--- src/sv/arpr_pkg.sv ---
// ----------------------------------------------------------------------------
// ARP responder package
// Shared constants, payload types and reply mapping functions.
// ----------------------------------------------------------------------------
`default_nettype none

package arpr_pkg;

  localparam int unsigned FrameLen  = 42;
  localparam int unsigned CountW    = 6;
  localparam int unsigned NumBanks  = 2;
  localparam int unsigned RamDepth  = NumBanks * FrameLen;
  localparam int unsigned RamAw     = $clog2(RamDepth);
  localparam int unsigned QueueDepth = NumBanks;
  localparam int unsigned CfgIdxW   = 1;
  localparam int unsigned CfgDataW  = 48;

  localparam logic [CfgIdxW-1:0] CfgOwnMac = 1'd0;
  localparam logic [CfgIdxW-1:0] CfgOwnIp  = 1'd1;

  localparam logic [CountW-1:0] LastIdx      = 6'd41;
  localparam logic [CountW-1:0] FrameLenC    = 6'd42;
  localparam logic [CountW-1:0] OfsEthDst    = 6'd0;
  localparam logic [CountW-1:0] OfsEthSrc    = 6'd6;
  localparam logic [CountW-1:0] OfsEthertype = 6'd12;
  localparam logic [CountW-1:0] OfsOpcode    = 6'd20;
  localparam logic [CountW-1:0] OfsSenderMac = 6'd22;
  localparam logic [CountW-1:0] OfsSenderIp  = 6'd28;
  localparam logic [CountW-1:0] OfsTargetMac = 6'd32;
  localparam logic [CountW-1:0] OfsTargetIp  = 6'd38;

  localparam logic [15:0] EthertypeArp = 16'h0806;
  localparam logic [15:0] OpRequest    = 16'h0001;
  localparam logic [7:0]  OpReplyHi    = 8'h00;
  localparam logic [7:0]  OpReplyLo    = 8'h02;

  typedef struct packed {
    logic [7:0] rx_byte;
    logic       frame_end;
  } rx_item_t;

  typedef struct packed {
    logic [7:0] tx_byte;
    logic       tx_last;
  } tx_item_t;

  typedef struct packed {
    logic             we;
    logic [RamAw-1:0] addr;
    logic [7:0]       data;
  } ram_wr_t;

  typedef struct packed {
    logic done;
    logic bank;
  } bk_status_t;

  function automatic logic [RamAw-1:0] ram_addr(logic bank, logic [CountW-1:0] idx);
    logic [RamAw-1:0] base;
    base = bank ? RamAw'(FrameLen) : '0;
    return base + RamAw'(idx);
  endfunction

  function automatic logic [CountW-1:0] reply_src(logic [CountW-1:0] k);
    logic [CountW-1:0] src;
    case (k) inside
      [OfsEthDst : OfsEthDst + 6'd5]:       src = k + (OfsEthSrc - OfsEthDst);
      [OfsTargetMac : OfsTargetMac + 6'd5]: src = k - (OfsTargetMac - OfsEthSrc);
      [OfsSenderIp : OfsSenderIp + 6'd3]:   src = k + (OfsTargetIp - OfsSenderIp);
      [OfsTargetIp : OfsTargetIp + 6'd3]:   src = k - (OfsTargetIp - OfsSenderIp);
      default:                              src = k;
    endcase
    return src;
  endfunction

  function automatic logic [7:0] mac_byte(logic [47:0] mac, logic [2:0] j);
    return mac[(3'd5 - j) * 8 +: 8];
  endfunction

  function automatic logic [7:0] reply_byte(logic [CountW-1:0] k, logic [7:0] stored,
                                            logic [47:0] mac);
    logic [7:0] b;
    case (k) inside
      [OfsEthSrc : OfsEthSrc + 6'd5]:       b = mac_byte(mac, 3'(k - OfsEthSrc));
      [OfsSenderMac : OfsSenderMac + 6'd5]: b = mac_byte(mac, 3'(k - OfsSenderMac));
      OfsOpcode:                            b = OpReplyHi;
      OfsOpcode + 6'd1:                     b = OpReplyLo;
      default:                              b = stored;
    endcase
    return b;
  endfunction

endpackage

`default_nettype wire

--- src/sv/arpr_ram.sv ---
// ----------------------------------------------------------------------------
// Generic RAM
// One write port and one read port with registered read data.
// ----------------------------------------------------------------------------
`default_nettype none

module arpr_ram #(
  parameter int unsigned Width = 8,
  parameter int unsigned Depth = 64
) (
  input  wire logic                     clk_i,
  input  wire logic                     we_i,
  input  wire logic [$clog2(Depth)-1:0] waddr_i,
  input  wire logic [Width-1:0]         wdata_i,
  input  wire logic                     re_i,
  input  wire logic [$clog2(Depth)-1:0] raddr_i,
  output      logic [Width-1:0]         rdata_o
);

  logic [Width-1:0] mem [Depth];

  always_ff @(posedge clk_i) begin
    if (we_i) begin
      mem[waddr_i] <= wdata_i;
    end
    if (re_i) begin
      rdata_o <= mem[raddr_i];
    end
  end

endmodule

`default_nettype wire

--- src/sv/arpr_front.sv ---
// ----------------------------------------------------------------------------
// ARP responder front end
// Stores received bytes into a free bank and checks the request at frame end.
// ----------------------------------------------------------------------------
`default_nettype none

module arpr_front (
  input  wire logic                 clk_i,
  input  wire logic                 rst_ni,
  input  wire logic                 rx_valid_i,
  output      logic                 rx_ready_o,
  input  wire arpr_pkg::rx_item_t   rx_i,
  input  wire logic [31:0]          own_ip_i,
  input  wire arpr_pkg::bk_status_t bk_status_i,
  output      arpr_pkg::ram_wr_t    ram_wr_o,
  output      logic                 push_o,
  output      logic                 push_bank_o
);

  logic [arpr_pkg::CountW-1:0]   count_q, count_d;
  logic                          bank_q, bank_d;
  logic [arpr_pkg::NumBanks-1:0] busy_q, busy_d;
  logic [15:0]                   etype_q, etype_d;
  logic [15:0]                   opc_q, opc_d;
  logic [31:0]                   tip_q, tip_d;
  logic                          accept;
  logic                          store;
  logic                          len_ok;
  logic                          send;

  assign rx_ready_o = !busy_q[bank_q];
  assign accept     = rx_valid_i && rx_ready_o;
  assign store      = accept && (count_q < arpr_pkg::FrameLenC);
  assign len_ok     = count_q >= arpr_pkg::LastIdx;

  assign ram_wr_o.we   = store;
  assign ram_wr_o.addr = arpr_pkg::ram_addr(bank_q, count_q);
  assign ram_wr_o.data = rx_i.rx_byte;

  always_comb begin
    etype_d = etype_q;
    opc_d   = opc_q;
    tip_d   = tip_q;
    if (store) begin
      case (count_q)
        arpr_pkg::OfsEthertype:        etype_d[15:8] = rx_i.rx_byte;
        arpr_pkg::OfsEthertype + 6'd1: etype_d[7:0]  = rx_i.rx_byte;
        arpr_pkg::OfsOpcode:           opc_d[15:8]   = rx_i.rx_byte;
        arpr_pkg::OfsOpcode + 6'd1:    opc_d[7:0]    = rx_i.rx_byte;
        arpr_pkg::OfsTargetIp:         tip_d[31:24]  = rx_i.rx_byte;
        arpr_pkg::OfsTargetIp + 6'd1:  tip_d[23:16]  = rx_i.rx_byte;
        arpr_pkg::OfsTargetIp + 6'd2:  tip_d[15:8]   = rx_i.rx_byte;
        arpr_pkg::OfsTargetIp + 6'd3:  tip_d[7:0]    = rx_i.rx_byte;
        default: ;
      endcase
    end
  end

  assign send = accept && rx_i.frame_end && len_ok && (etype_d == arpr_pkg::EthertypeArp) &&
                (opc_d == arpr_pkg::OpRequest) && (tip_d == own_ip_i);

  assign push_o      = send;
  assign push_bank_o = bank_q;

  always_comb begin
    count_d = count_q;
    if (accept) begin
      if (rx_i.frame_end) begin
        count_d = '0;
      end else if (store) begin
        count_d = count_q + 6'd1;
      end
    end
    bank_d = send ? !bank_q : bank_q;
    busy_d = busy_q;
    if (bk_status_i.done) begin
      busy_d[bk_status_i.bank] = 1'b0;
    end
    if (send) begin
      busy_d[bank_q] = 1'b1;
    end
  end

  always_ff @(posedge clk_i or negedge rst_ni) begin
    if (!rst_ni) begin
      count_q <= '0;
      bank_q  <= 1'b0;
      busy_q  <= '0;
    end else begin
      count_q <= count_d;
      bank_q  <= bank_d;
      busy_q  <= busy_d;
    end
  end

  always_ff @(posedge clk_i) begin
    etype_q <= etype_d;
    opc_q   <= opc_d;
    tip_q   <= tip_d;
  end

endmodule

`default_nettype wire

--- src/sv/arpr_queue.sv ---
// ----------------------------------------------------------------------------
// ARP responder job queue
// Short FIFO of bank numbers holding accepted requests for the back end.
// ----------------------------------------------------------------------------
`default_nettype none

module arpr_queue (
  input  wire logic clk_i,
  input  wire logic rst_ni,
  input  wire logic push_i,
  input  wire logic push_bank_i,
  input  wire logic pop_i,
  output      logic valid_o,
  output      logic bank_o
);

  localparam int unsigned PtrW = $clog2(arpr_pkg::QueueDepth);

  logic [arpr_pkg::QueueDepth-1:0] entry_q, entry_d;
  logic [PtrW-1:0]                 wr_ptr_q, wr_ptr_d;
  logic [PtrW-1:0]                 rd_ptr_q, rd_ptr_d;
  logic [PtrW:0]                   fill_q, fill_d;

  assign valid_o = fill_q != '0;
  assign bank_o  = entry_q[rd_ptr_q];

  always_comb begin
    entry_d  = entry_q;
    wr_ptr_d = wr_ptr_q;
    rd_ptr_d = rd_ptr_q;
    fill_d   = fill_q;
    if (push_i) begin
      entry_d[wr_ptr_q] = push_bank_i;
      wr_ptr_d = wr_ptr_q + 1'b1;
    end
    if (pop_i) begin
      rd_ptr_d = rd_ptr_q + 1'b1;
    end
    if (push_i && !pop_i) begin
      fill_d = fill_q + 1'b1;
    end else if (pop_i && !push_i) begin
      fill_d = fill_q - 1'b1;
    end
  end

  always_ff @(posedge clk_i or negedge rst_ni) begin
    if (!rst_ni) begin
      wr_ptr_q <= '0;
      rd_ptr_q <= '0;
      fill_q   <= '0;
    end else begin
      wr_ptr_q <= wr_ptr_d;
      rd_ptr_q <= rd_ptr_d;
      fill_q   <= fill_d;
    end
  end

  always_ff @(posedge clk_i) begin
    entry_q <= entry_d;
  end

endmodule

`default_nettype wire

--- src/sv/arpr_back.sv ---
// ----------------------------------------------------------------------------
// ARP responder back end
// Reads a stored request in reply order and streams the 42-byte reply.
// ----------------------------------------------------------------------------
`default_nettype none

module arpr_back (
  input  wire logic                         clk_i,
  input  wire logic                         rst_ni,
  input  wire logic                         job_valid_i,
  input  wire logic                         job_bank_i,
  output      logic                         job_pop_o,
  input  wire logic [47:0]                  own_mac_i,
  output      logic                         ram_re_o,
  output      logic [arpr_pkg::RamAw-1:0]   ram_raddr_o,
  input  wire logic [7:0]                   ram_rdata_i,
  output      arpr_pkg::bk_status_t         status_o,
  output      logic                         tx_valid_o,
  input  wire logic                         tx_ready_i,
  output      arpr_pkg::tx_item_t           tx_o
);

  logic                        active_q, active_d;
  logic                        bank_q, bank_d;
  logic [arpr_pkg::CountW-1:0] k_q, k_d;
  logic                        s1_valid_q, s1_valid_d;
  logic [arpr_pkg::CountW-1:0] s1_k_q, s1_k_d;
  logic                        out_valid_q, out_valid_d;
  arpr_pkg::tx_item_t          out_q, out_d;
  logic                        advance;
  logic                        issue;
  logic                        start;

  assign advance = !out_valid_q || tx_ready_i;
  assign issue   = active_q && advance;
  assign start   = !active_q && job_valid_i;

  assign job_pop_o   = start;
  assign ram_re_o    = issue;
  assign ram_raddr_o = arpr_pkg::ram_addr(bank_q, arpr_pkg::reply_src(k_q));

  assign status_o.done = issue && (k_q == arpr_pkg::LastIdx);
  assign status_o.bank = bank_q;

  assign tx_valid_o = out_valid_q;
  assign tx_o       = out_q;

  always_comb begin
    active_d    = active_q;
    bank_d      = bank_q;
    k_d         = k_q;
    s1_valid_d  = s1_valid_q;
    s1_k_d      = s1_k_q;
    out_valid_d = out_valid_q;
    out_d       = out_q;
    if (start) begin
      active_d = 1'b1;
      bank_d   = job_bank_i;
      k_d      = '0;
    end
    if (advance) begin
      out_valid_d   = s1_valid_q;
      out_d.tx_byte = arpr_pkg::reply_byte(s1_k_q, ram_rdata_i, own_mac_i);
      out_d.tx_last = s1_k_q == arpr_pkg::LastIdx;
      s1_valid_d    = issue;
      s1_k_d        = k_q;
    end
    if (issue) begin
      k_d = k_q + 6'd1;
      if (k_q == arpr_pkg::LastIdx) begin
        active_d = 1'b0;
      end
    end
  end

  always_ff @(posedge clk_i or negedge rst_ni) begin
    if (!rst_ni) begin
      active_q    <= 1'b0;
      s1_valid_q  <= 1'b0;
      out_valid_q <= 1'b0;
    end else begin
      active_q    <= active_d;
      s1_valid_q  <= s1_valid_d;
      out_valid_q <= out_valid_d;
    end
  end

  always_ff @(posedge clk_i) begin
    bank_q <= bank_d;
    k_q    <= k_d;
    s1_k_q <= s1_k_d;
    out_q  <= out_d;
  end

endmodule

`default_nettype wire

--- src/sv/arp_request_responder_core.sv ---
// ----------------------------------------------------------------------------
// ARP request responder core
// Answers ARP requests for the configured IPv4 address with a 42-byte reply.
// ----------------------------------------------------------------------------
//  Channel | Handshake              | Payload
//  --------+------------------------+-------------------------------------
//  rx      | rx_valid_i, rx_ready_o | rx_i: rx_byte, frame_end
//  tx      | tx_valid_o, tx_ready_i | tx_o: tx_byte, tx_last
//  cfg     | cfg_we_i               | cfg_idx_i, cfg_data_i
//
// While rx_ready_o is high, received bytes go one per cycle into one of two frame banks.
// A reply starts when the back end takes the queued request; the buffer read port and
// output register feed it out at one byte per cycle while tx_ready_i is high.
// rx_ready_o is low while both banks hold replies that are not yet fully read out.
// Reset clears the control state only; the frame banks need no clearing pass.
// ----------------------------------------------------------------------------
`default_nettype none

module arp_request_responder_core (
  input  wire logic                            clk_i,
  input  wire logic                            rst_ni,
  input  wire logic                            rx_valid_i,
  output      logic                            rx_ready_o,
  input  wire arpr_pkg::rx_item_t              rx_i,
  output      logic                            tx_valid_o,
  input  wire logic                            tx_ready_i,
  output      arpr_pkg::tx_item_t              tx_o,
  input  wire logic                            cfg_we_i,
  input  wire logic [arpr_pkg::CfgIdxW-1:0]    cfg_idx_i,
  input  wire logic [arpr_pkg::CfgDataW-1:0]   cfg_data_i
);

  logic [47:0]                own_mac_q, own_mac_d;
  logic [31:0]                own_ip_q, own_ip_d;
  arpr_pkg::ram_wr_t          ram_wr;
  arpr_pkg::bk_status_t       bk_status;
  logic                       push;
  logic                       push_bank;
  logic                       job_valid;
  logic                       job_bank;
  logic                       job_pop;
  logic                       ram_re;
  logic [arpr_pkg::RamAw-1:0] ram_raddr;
  logic [7:0]                 ram_rdata;

  always_comb begin
    own_mac_d = own_mac_q;
    own_ip_d  = own_ip_q;
    if (cfg_we_i) begin
      case (cfg_idx_i)
        arpr_pkg::CfgOwnMac: own_mac_d = cfg_data_i;
        arpr_pkg::CfgOwnIp:  own_ip_d  = cfg_data_i[31:0];
        default: ;
      endcase
    end
  end

  always_ff @(posedge clk_i or negedge rst_ni) begin
    if (!rst_ni) begin
      own_mac_q <= '0;
      own_ip_q  <= '0;
    end else begin
      own_mac_q <= own_mac_d;
      own_ip_q  <= own_ip_d;
    end
  end

  arpr_front u_front (
    .clk_i       (clk_i),
    .rst_ni      (rst_ni),
    .rx_valid_i  (rx_valid_i),
    .rx_ready_o  (rx_ready_o),
    .rx_i        (rx_i),
    .own_ip_i    (own_ip_q),
    .bk_status_i (bk_status),
    .ram_wr_o    (ram_wr),
    .push_o      (push),
    .push_bank_o (push_bank)
  );

  arpr_ram #(
    .Width (8),
    .Depth (arpr_pkg::RamDepth)
  ) u_ram (
    .clk_i   (clk_i),
    .we_i    (ram_wr.we),
    .waddr_i (ram_wr.addr),
    .wdata_i (ram_wr.data),
    .re_i    (ram_re),
    .raddr_i (ram_raddr),
    .rdata_o (ram_rdata)
  );

  arpr_queue u_queue (
    .clk_i       (clk_i),
    .rst_ni      (rst_ni),
    .push_i      (push),
    .push_bank_i (push_bank),
    .pop_i       (job_pop),
    .valid_o     (job_valid),
    .bank_o      (job_bank)
  );

  arpr_back u_back (
    .clk_i       (clk_i),
    .rst_ni      (rst_ni),
    .job_valid_i (job_valid),
    .job_bank_i  (job_bank),
    .job_pop_o   (job_pop),
    .own_mac_i   (own_mac_q),
    .ram_re_o    (ram_re),
    .ram_raddr_o (ram_raddr),
    .ram_rdata_i (ram_rdata),
    .status_o    (bk_status),
    .tx_valid_o  (tx_valid_o),
    .tx_ready_i  (tx_ready_i),
    .tx_o        (tx_o)
  );

endmodule

`default_nettype wire

--- config.mk ---
export PLATFORM = sky130hd
export DESIGN_NAME = arp_request_responder_core
export DESIGN_NICKNAME = d
export VERILOG_FILES = /design/src/sv/arpr_pkg.sv /design/src/sv/arpr_ram.sv /design/src/sv/arpr_front.sv /design/src/sv/arpr_queue.sv /design/src/sv/arpr_back.sv /design/src/sv/arp_request_responder_core.sv
export SDC_FILE = /design/constraint.sdc
export NUM_CORES = 1
export LEC_CHECK = 0
export BUFFER_PORTS_ARGS = -buffer_cell sky130_fd_sc_hd__buf_2
export CAP_MARGIN = 20
export CORE_MARGIN = 10
export CORE_UTILIZATION = 30
export DETAILED_ROUTE_END_ITERATION = 7
export PLACE_DENSITY_LB_ADDON = 0.25
export SLEW_MARGIN = 10
export SYNTH_ARGS = -nofsm -noshare
export SYNTH_HDL_FRONTEND = slang
export SYNTH_SLANG_ARGS = --single-unit
--- constraint.sdc ---
create_clock -name clk_i -period 7.8 [get_ports clk_i]
set_clock_uncertainty 0.15 [all_clocks]
set_input_delay 0.78 -clock clk_i [delete_from_list [all_inputs] [get_ports clk_i]]
set_output_delay 0.78 -clock clk_i [all_outputs]
set_load 0.1 [all_outputs]
==> results of run 1 <==
[worst max path at each step]
stage | endpoint | cells after the start | start | slack, ps
floorplan | u_ram.rdata_o[5] | 21 | u_back.k_q[0] | 2230
global placement | u_ram.rdata_o[1] | 14 | u_back.k_q[0] | 2150
detailed placement | u_ram.rdata_o[1] | 14 | u_back.k_q[0] | 2040
CTS | u_ram.rdata_o[1] | 14 | u_back.k_q[0] | 2040
global route | u_ram.rdata_o[1] | 14 | u_back.k_q[0] | 1730
finish | u_ram.rdata_o[1] | 14 | u_back.k_q[0] | 2110
[flip-flops by register name, summed over array words and instances, names as in the netlist]
register	count
own_ip_q	32
own_mac_q	48
u_back.active_q	1
u_back.bank_q	1
u_back.k_q	6
u_back.s1_k_q	6
u_back.s1_valid_q	1
u_back.tx_o	9
u_back.tx_valid_o	1
u_front.busy_q	2
u_front.count_q	6
u_front.etype_q	16
u_front.opc_q	16
u_front.push_bank_o	1
u_front.tip_q	32
u_queue.entry_q	2
u_queue.fill_q	2
u_queue.rd_ptr_q	1
u_queue.wr_ptr_q	1
u_ram.mem	672
u_ram.rdata_o	8
[worst max-delay path, delay by kind of cell (launching register included)]
family,cells,cell delay [ps]
adder cells (fa/ha/maj),2,1140
flip-flops,1,320
XOR/XNOR,1,190
buffers and inverters,3,1240
multiplexers,3,1320
AND/OR/NAND/NOR,3,560
AO/OA/AOI/OAI,2,360
[report_power, final]
group | internal, mW | switching (mW) | leakage [nW] | total, mW
logic | 1.08 | 1.45 | 3.82 | 2.53
registers | 5.17 | 0.140 | 8.01 | 5.31
clock network | 2.65 | 1.79 | 1.49 | 4.44
total | 8.90 | 3.38 | 13.3 | 12.3
[kinds of logic (layout without fill, tap and decap cells)]
kind of cell,Yosys count,in the layout,synth area share
AO/OA/AOI/OAI,92,92,0.01991
XOR/XNOR,50,50,0.01245
adder cells (fa/ha/maj),23,23,0.008179
buffers and inverters,118,312,0.01454
flip-flops,864,864,0.7055
multiplexers,394,394,0.1954
other,0,1,0
AND/OR/NAND/NOR,298,298,0.04402
[per-stage QoR]
step / utilization / hold slack [ps] / power, mW
3_5_place_dp: 0.3211 / 285.1 / 7.981
4_1_cts: 0.3474 / 176.4 / 12.43
5_1_grt: 0.3484 / 189.1 / 12.75
2_1_floorplan: - / 261.4 / 7.066
6_report: 0.3484 / 210.6 / 12.28
3_3_place_gp: 0.3207 / 277.3 / 7.949
[timing repair]
action	4_1_cts	5_1_grt
buffers inserted	0	0
hold buffers	1	0
endpoints found under the hold margin	21	0
[area by class of cell]
class                      count  area (µm²)  area share
timing repair buffer         112       745.7     0.01839
inverter                      30       113.9    0.002808
multi-input combinational    857        9902      0.2442
clock inverter                45       551.8     0.01361
sequential                   864       24820      0.6123
tap                         1524        1907     0.04703
antenna                        1       2.502  0.00006172
clock buffer                 125        2497     0.06160
[cells in the mapped netlist, types with 3 or more instances]
cell type  number
nand3b_1        3
nand4_1        11
mux2_2        162
xnor2_1        15
and2_1          4
mux2i_1        10
o31ai_1         5
mux2_4          5
nand4_4         3
and3_1          3
o211ai_1        5
xor2_1         35
o21ai_0        16
a211o_1         3
a31oi_1         8
a211oi_1       10
buf_1          17
nor2b_1        10
nor4_2          4
o2bb2ai_1       3
buf_2          21
a21oi_1         6
dfrtp_1        96
ha_1           23
clkbuf_1       43
mux4_2        216
buf_4           3
buf_6           4
a22oi_1         9
dfxtp_1        64
nor2_1        126
inv_1          28
edfxtp_1      704
nand2_1        50
nor3_1         27
o21bai_1        3
nand2b_1        7
nor4_1         16
nand3_1         9
[layer usage]
layer	GRT usage	vias up	wire length, µm
met1	0.1712	9445	37880
met3	0.02698	127	4228
met2	0.2170	421	42690
met4	0.03659	2	2181
met5	0	-	20
li1	-	7633	-
==> impl_metrics.env, run 1 <==
export IMPL_ios=74
export IMPL_wl_mm=87.00
export IMPL_drive_gt1_frac=0.3212
export IMPL_fp_dieH_um=362.5
export IMPL_clock_sinks=864
export IMPL_holdCritStartpoint="rx_i[0]"
export IMPL_crit_path_max_fanout=59
export IMPL_grt_pass1_vias=18590
export IMPL_ys_seq_area_frac=0.7055
export IMPL_max_clock_path_buffers=3
export IMPL_outcome="finished, final reports clean"
export IMPL_dp_hpwl_mm=55.72
export IMPL_drv_cap=0
export IMPL_stdcell_area_um2=40540
export IMPL_cts_buffers=91
export IMPL_reg2reg_depth=14
export IMPL_grt_util_all_layers=0.1303
export IMPL_crit_type="reg2reg"
export IMPL_yosysTopAreaCellShare=0.6008
export IMPL_place_ws_ps=2041
export IMPL_antenna_found_initial=2
export IMPL_p_leak_nw=13.32
export IMPL_async_flop_share=0.1111
export IMPL_fin_ws_ps=2109
export IMPL_slew_viol_final=0
export IMPL_synth_warnings=0
export IMPL_cp_start_kind="register"
export IMPL_hp_class="in2reg"
export IMPL_io_buffers=73
export IMPL_synthCells=1839
export IMPL_hold_path_end="u_front.count_q[0]"
export IMPL_cts_root_buf="clkbuf_16"
export IMPL_slowest_stage="ha_4"
export IMPL_finalHoldViolations=0
export IMPL_area_growth_pct=15.23
export IMPL_fillers=10920
export IMPL_cp_slowest_stage_delay_ps=890
export IMPL_rows=125
export IMPL_die_area_um2=131400
export IMPL_hold_path_depth=2
export IMPL_final_nets=2042
export IMPL_drtAntennaViolNets=0
export IMPL_rsz0062_at_grt="false"
export IMPL_cellPowerDensity_nw_per_um2=302.8
export IMPL_synth_avg_cell_area_um2=19.13
export IMPL_post_drt_wl_per_cell_um=24.45
export IMPL_ys_seq_elements=864
export IMPL_yosys_top_cells_area="edfxtp_1, mux4_2, dfrtp_1"
export IMPL_ir_drop_v=0.0002188
export IMPL_final_common_cell="edfxtp_1"
export IMPL_post_cts_resized=0
export IMPL_start_util=0.3024
export IMPL_max_slew_margin_rel=0.3026
export IMPL_r2r_slack_ps=2110
export IMPL_first_pass_iters=6
export IMPL_yosys_most_used_dff="edfxtp_1"
export IMPL_h_tree_depth=3
export IMPL_gp_congestion=0.7788
export IMPL_worst_pin_slew_ps=1042
export IMPL_coreArea_um2=116400
export IMPL_worstReg2RegEnd="u_ram.rdata_o[1]"
export IMPL_crit_chain="buf_4, inv_1, ha_1, nor2_1, o22ai_2, nand2_1, nand3_1, xnor2_1, ha_4, buf_4, mux4_2, mux4_2, mux2i_1, a211oi_1"
export IMPL_clkSlewWorstSetupHoldPaths_ps=60
export IMPL_final_cell_mix="edfxtp_1, mux4_2, mux2_2"
export IMPL_r2r_start="u_back.k_q[0]"
export IMPL_grt_remaining_overflow=0
export IMPL_grt_start_max_net_pins=108
export IMPL_yosys_area_top_type="edfxtp_1"
export IMPL_syn_nets=1925
export IMPL_die_w_um=362.5
export IMPL_placed_cells_incl_taps=3376
export IMPL_drt_initial_drc_count=1436
export IMPL_placed_area_um2=37360
export IMPL_drc_errors=0
export IMPL_vias=17630
export IMPL_synth_distinct_cells=83
export IMPL_netlist_area_um2=35190
export IMPL_worstSkewPairLatency_ps=650
export IMPL_cp_required_ps=8020
export IMPL_min_period_ps=5691
export IMPL_tritoncts="yes"
export IMPL_period_share=0.7296
export IMPL_synth_edff_count=704
export IMPL_max_freq_mhz=175.7
export IMPL_finalSetupViolations=0
export IMPL_vias_per_cell=4.954
export IMPL_tns_ps=0
export IMPL_finalNonFillerCells=3558
export IMPL_worstPathArrival_ps=5910
export IMPL_end_kind="register"
export IMPL_grt_pass1_wl_mm=128.6
(Power assumes the default switching activity.)
==> run 2, diff against run 1 <==
--- a/config.mk
+++ b/config.mk
@@ -5,6 +5,7 @@
 export SDC_FILE = /design/constraint.sdc
 export NUM_CORES = 1
 export LEC_CHECK = 0
+export ABC_AREA = 1
 export BUFFER_PORTS_ARGS = -buffer_cell sky130_fd_sc_hd__buf_2
 export CAP_MARGIN = 20
 export CORE_MARGIN = 10
==> constraint.sdc (replaced) <==
create_clock -name clk_i -period 5.3 [get_ports clk_i]
set_clock_uncertainty 0.15 [all_clocks]
set_input_delay 0.53 -clock clk_i [delete_from_list [all_inputs] [get_ports clk_i]]
set_output_delay 0.53 -clock clk_i [all_outputs]
set_load 0.1 [all_outputs]
==> impl_metrics.env, run 2 <==
export IMPL_regArea_um2=24820
export IMPL_fp_dieH_um=369.9
export IMPL_hp_class="in2reg"
export IMPL_wl_mm=111.2
export IMPL_holdWs_ps=47.47
export IMPL_holdCritStartpoint="cfg_data_i[23]"
export IMPL_diodes=0
export IMPL_syn_nets=3467
export IMPL_final_common_cell="edfxtp_1"
export IMPL_drive_gt1_frac=0.1038
export IMPL_gp_congestion=0.8201
export IMPL_rsz0062_at_grt="false"
export IMPL_reg2reg_depth=21
export IMPL_utilization=0.3517
export IMPL_yosys_most_used_dff="edfxtp_1"
export IMPL_top_register="u_ram.mem"
export IMPL_max_slew_margin_rel=0.3083
export IMPL_cp_slowest_stage_delay_ps=500
export IMPL_cts_root_buf="clkbuf_16"
export IMPL_grt_start_max_net_pins=189
export IMPL_netlist_area_um2=36730
export IMPL_r2r_slack_ps=580
export IMPL_wl_met1_mm=50.25
export IMPL_drv_cap=0
export IMPL_synth_avg_cell_area_um2=10.86
export IMPL_rows=128
export IMPL_ios=74
export IMPL_synthCells=3381
export IMPL_top_regs="u_ram.mem (672), own_mac_q (48)"
export IMPL_period_share=0.8898
export IMPL_cts_buffers=95
export IMPL_vias=25780
export IMPL_worstSkewPairLatency_ps=700
export IMPL_grt_pass1_vias=24570
export IMPL_crit_path_max_fanout=144
export IMPL_coreArea_um2=121700
export IMPL_drtAntennaViolNets=0
export IMPL_yosys_area_top_type="edfxtp_1"
export IMPL_min_period_ps=4716
export IMPL_wl_met2_mm=50.93
export IMPL_fin_ws_ps=584.1
export IMPL_largest_reg_flops=672
export IMPL_placed_area_um2=39220
export IMPL_crit_type="reg2reg"
export IMPL_multi_input_area_um2=10350
export IMPL_vias_per_cell=4.958
export IMPL_power_mw=20.30
export IMPL_synth_top_cells_by_count="edfxtp_1, nand2_1, nor2_1"
export IMPL_area_growth_pct=16.56
export IMPL_path_common_cell="nand2_1"
export IMPL_finalNonFillerCells=5199
export IMPL_synth_distinct_cells=44
export IMPL_worstPathArrival_ps=5130
export IMPL_post_cts_resized=0
export IMPL_place_ws_ps=618.9
export IMPL_post_synth_top_count_cell="edfxtp_1"
export IMPL_postCtsSetupRepairBufs=0
export IMPL_yosysTopAreaCellShare=0.5756
export IMPL_r2r_start="u_back.k_q[1]"
export IMPL_antenna_found_initial=4
export IMPL_slew_viol_final=0
export IMPL_start_util=0.3017
export IMPL_ys_seq_elements=864
export IMPL_die_w_um=369.9
export IMPL_finalSetupViolations=0
export IMPL_final_nets=3580
export IMPL_max_clock_path_buffers=3
export IMPL_synth_warnings=0
export IMPL_die_area_um2=136800
export IMPL_clkSlewWorstSetupHoldPaths_ps=60
export IMPL_post_drt_wl_per_cell_um=21.39
export IMPL_clock_sinks=864
export IMPL_end_kind="register"
export IMPL_cp_required_ps=5710
export IMPL_async_flop_share=0.1111
export IMPL_p_leak_nw=15.53
export IMPL_stdcell_area_um2=42810
export IMPL_worst_pin_slew_ps=1035
export IMPL_cellPowerDensity_nw_per_um2=474.2
export IMPL_fillers=12060
export IMPL_worstReg2RegEnd="u_ram.rdata_o[7]"
export IMPL_outcome="finished, final reports clean"
export IMPL_grt_remaining_overflow=0
export IMPL_yosys_top_cells_area="edfxtp_1, o21ai_0, dfrtp_1"
export IMPL_first_pass_iters=6
export IMPL_dp_hpwl_mm=68.19
export IMPL_wl_met3_mm=6.910
export IMPL_ir_drop_v=0.0004478
export IMPL_synth_edff_count=704
export IMPL_placed_cells_incl_taps=4989
export IMPL_crit_path_start="u_back.k_q[1]"
export IMPL_tns_ps=0
export IMPL_drc_errors=0
export IMPL_tritoncts="yes"
export IMPL_finalHoldViolations=0
export IMPL_drt_initial_drc_count=2496
export IMPL_max_freq_mhz=212.0
export IMPL_io_buffers=73
export IMPL_grt_pass1_wl_mm=164.5
export IMPL_crit_chain="inv_1, ha_1, nor2_1, nand2_1, nand2_1, inv_1, a21oi_1, nand2_1, xor2_1, inv_1, ha_4, buf_12, buf_4, o21ai_0, o221ai_1, o211ai_1, nand2_1, nand2_1, nand3_1, nand2_1, inv_1"
export IMPL_h_tree_depth=3
export IMPL_grt_util_all_layers=0.1573
export IMPL_ys_seq_area_frac=0.6759
export IMPL_setup_worst_path_end="u_ram.rdata_o[7]"
export IMPL_cp_start_kind="register"
export IMPL_slowest_stage="buf_12"
export IMPL_routed_top_layer="met5"
export IMPL_final_cell_mix="edfxtp_1, nand2_1, nor2_1"
-- run 2: cell types whose count changed in the layout (fill, tap and decap cells not counted), moves of 21 or more --
cell	previous run	this run
xor2_1	34	7
o21ai_0	16	519
o22ai_1	0	61
nand3_1	9	124
inv_1	28	197
o221ai_1	2	111
nand2_1	50	578
dlygate4sd3_1	1	33
nor2_1	126	539
mux4_2	216	0
o211ai_1	5	32
buf_4	38	94
mux2_2	162	18
nor3_1	27	6
-- run 2: per-layer routing --
| metal | global-route usage | vias to the layer above |
|---|---|---|
| met5 | 0 | - |
| met4 | 0.04645 | 8 |
| met3 | 0.03007 | 175 |
| met2 | 0.2463 | 787 |
| met1 | 0.2199 | 12650 |
| li1 | - | 12160 |
-- run 2: cell type report --
class | instances | area share
sequential | 864 | 0.5798
multi-input combinational | 2118 | 0.2418
clock buffer | 123 | 0.05991
tap | 1625 | 0.04749
timing repair buffer | 199 | 0.03542
inverter | 216 | 0.01917
clock inverter | 54 | 0.01637
-- run 2: kinds of logic (layout without fill, tap and decap cells) --
kind of cell,count (synthesis),count (layout),synth area share
and+or+nand+nor,1305,1305,0.1434
DFF,864,864,0.6759
AOI/OAI and AO/OA,762,762,0.1213
buffers and inverters,399,592,0.04367
adders and majority gates,23,23,0.007835
muxes,18,18,0.005519
xor gates and xnor gates,10,10,0.002385
-- run 2: how the worst min path moves through the flow --
stage | cells after the start | slack (ps) | to
6_report | 3 | 50 | own_ip_q[23]
5_1_grt | 3 | 20 | own_mac_q[23]
4_1_cts | 3 | 1 | own_ip_q[23]
3_5_place_dp | 2 | 290 | u_front.opc_q[12]
3_3_place_gp | 2 | 290 | u_front.opc_q[12]
2_1_floorplan | 0 | 80 | own_ip_q[0]
-- run 2: timing repair --
action | 4_1_cts | 5_1_grt
hold endpoints to repair | 88 | 0
endpoints found under the setup margin | 0 | 0
hold buffers | 33 | 0
-- run 2: worst max-delay path, delay by kind of cell, from the launching register on --
family | cells | cell delay (ps)
compound gates | 4 | 820
xor+xnor | 1 | 260
fa+ha+maj | 2 | 540
buf+inv | 6 | 1390
flops | 1 | 460
simple gates | 8 | 820
-- run 2: power breakdown --
part	switching [mW]	internal (mW)	total, mW
clock	2.88	4.08	6.96
combinational	3.97	1.56	5.53
sequential	0.193	7.62	7.81
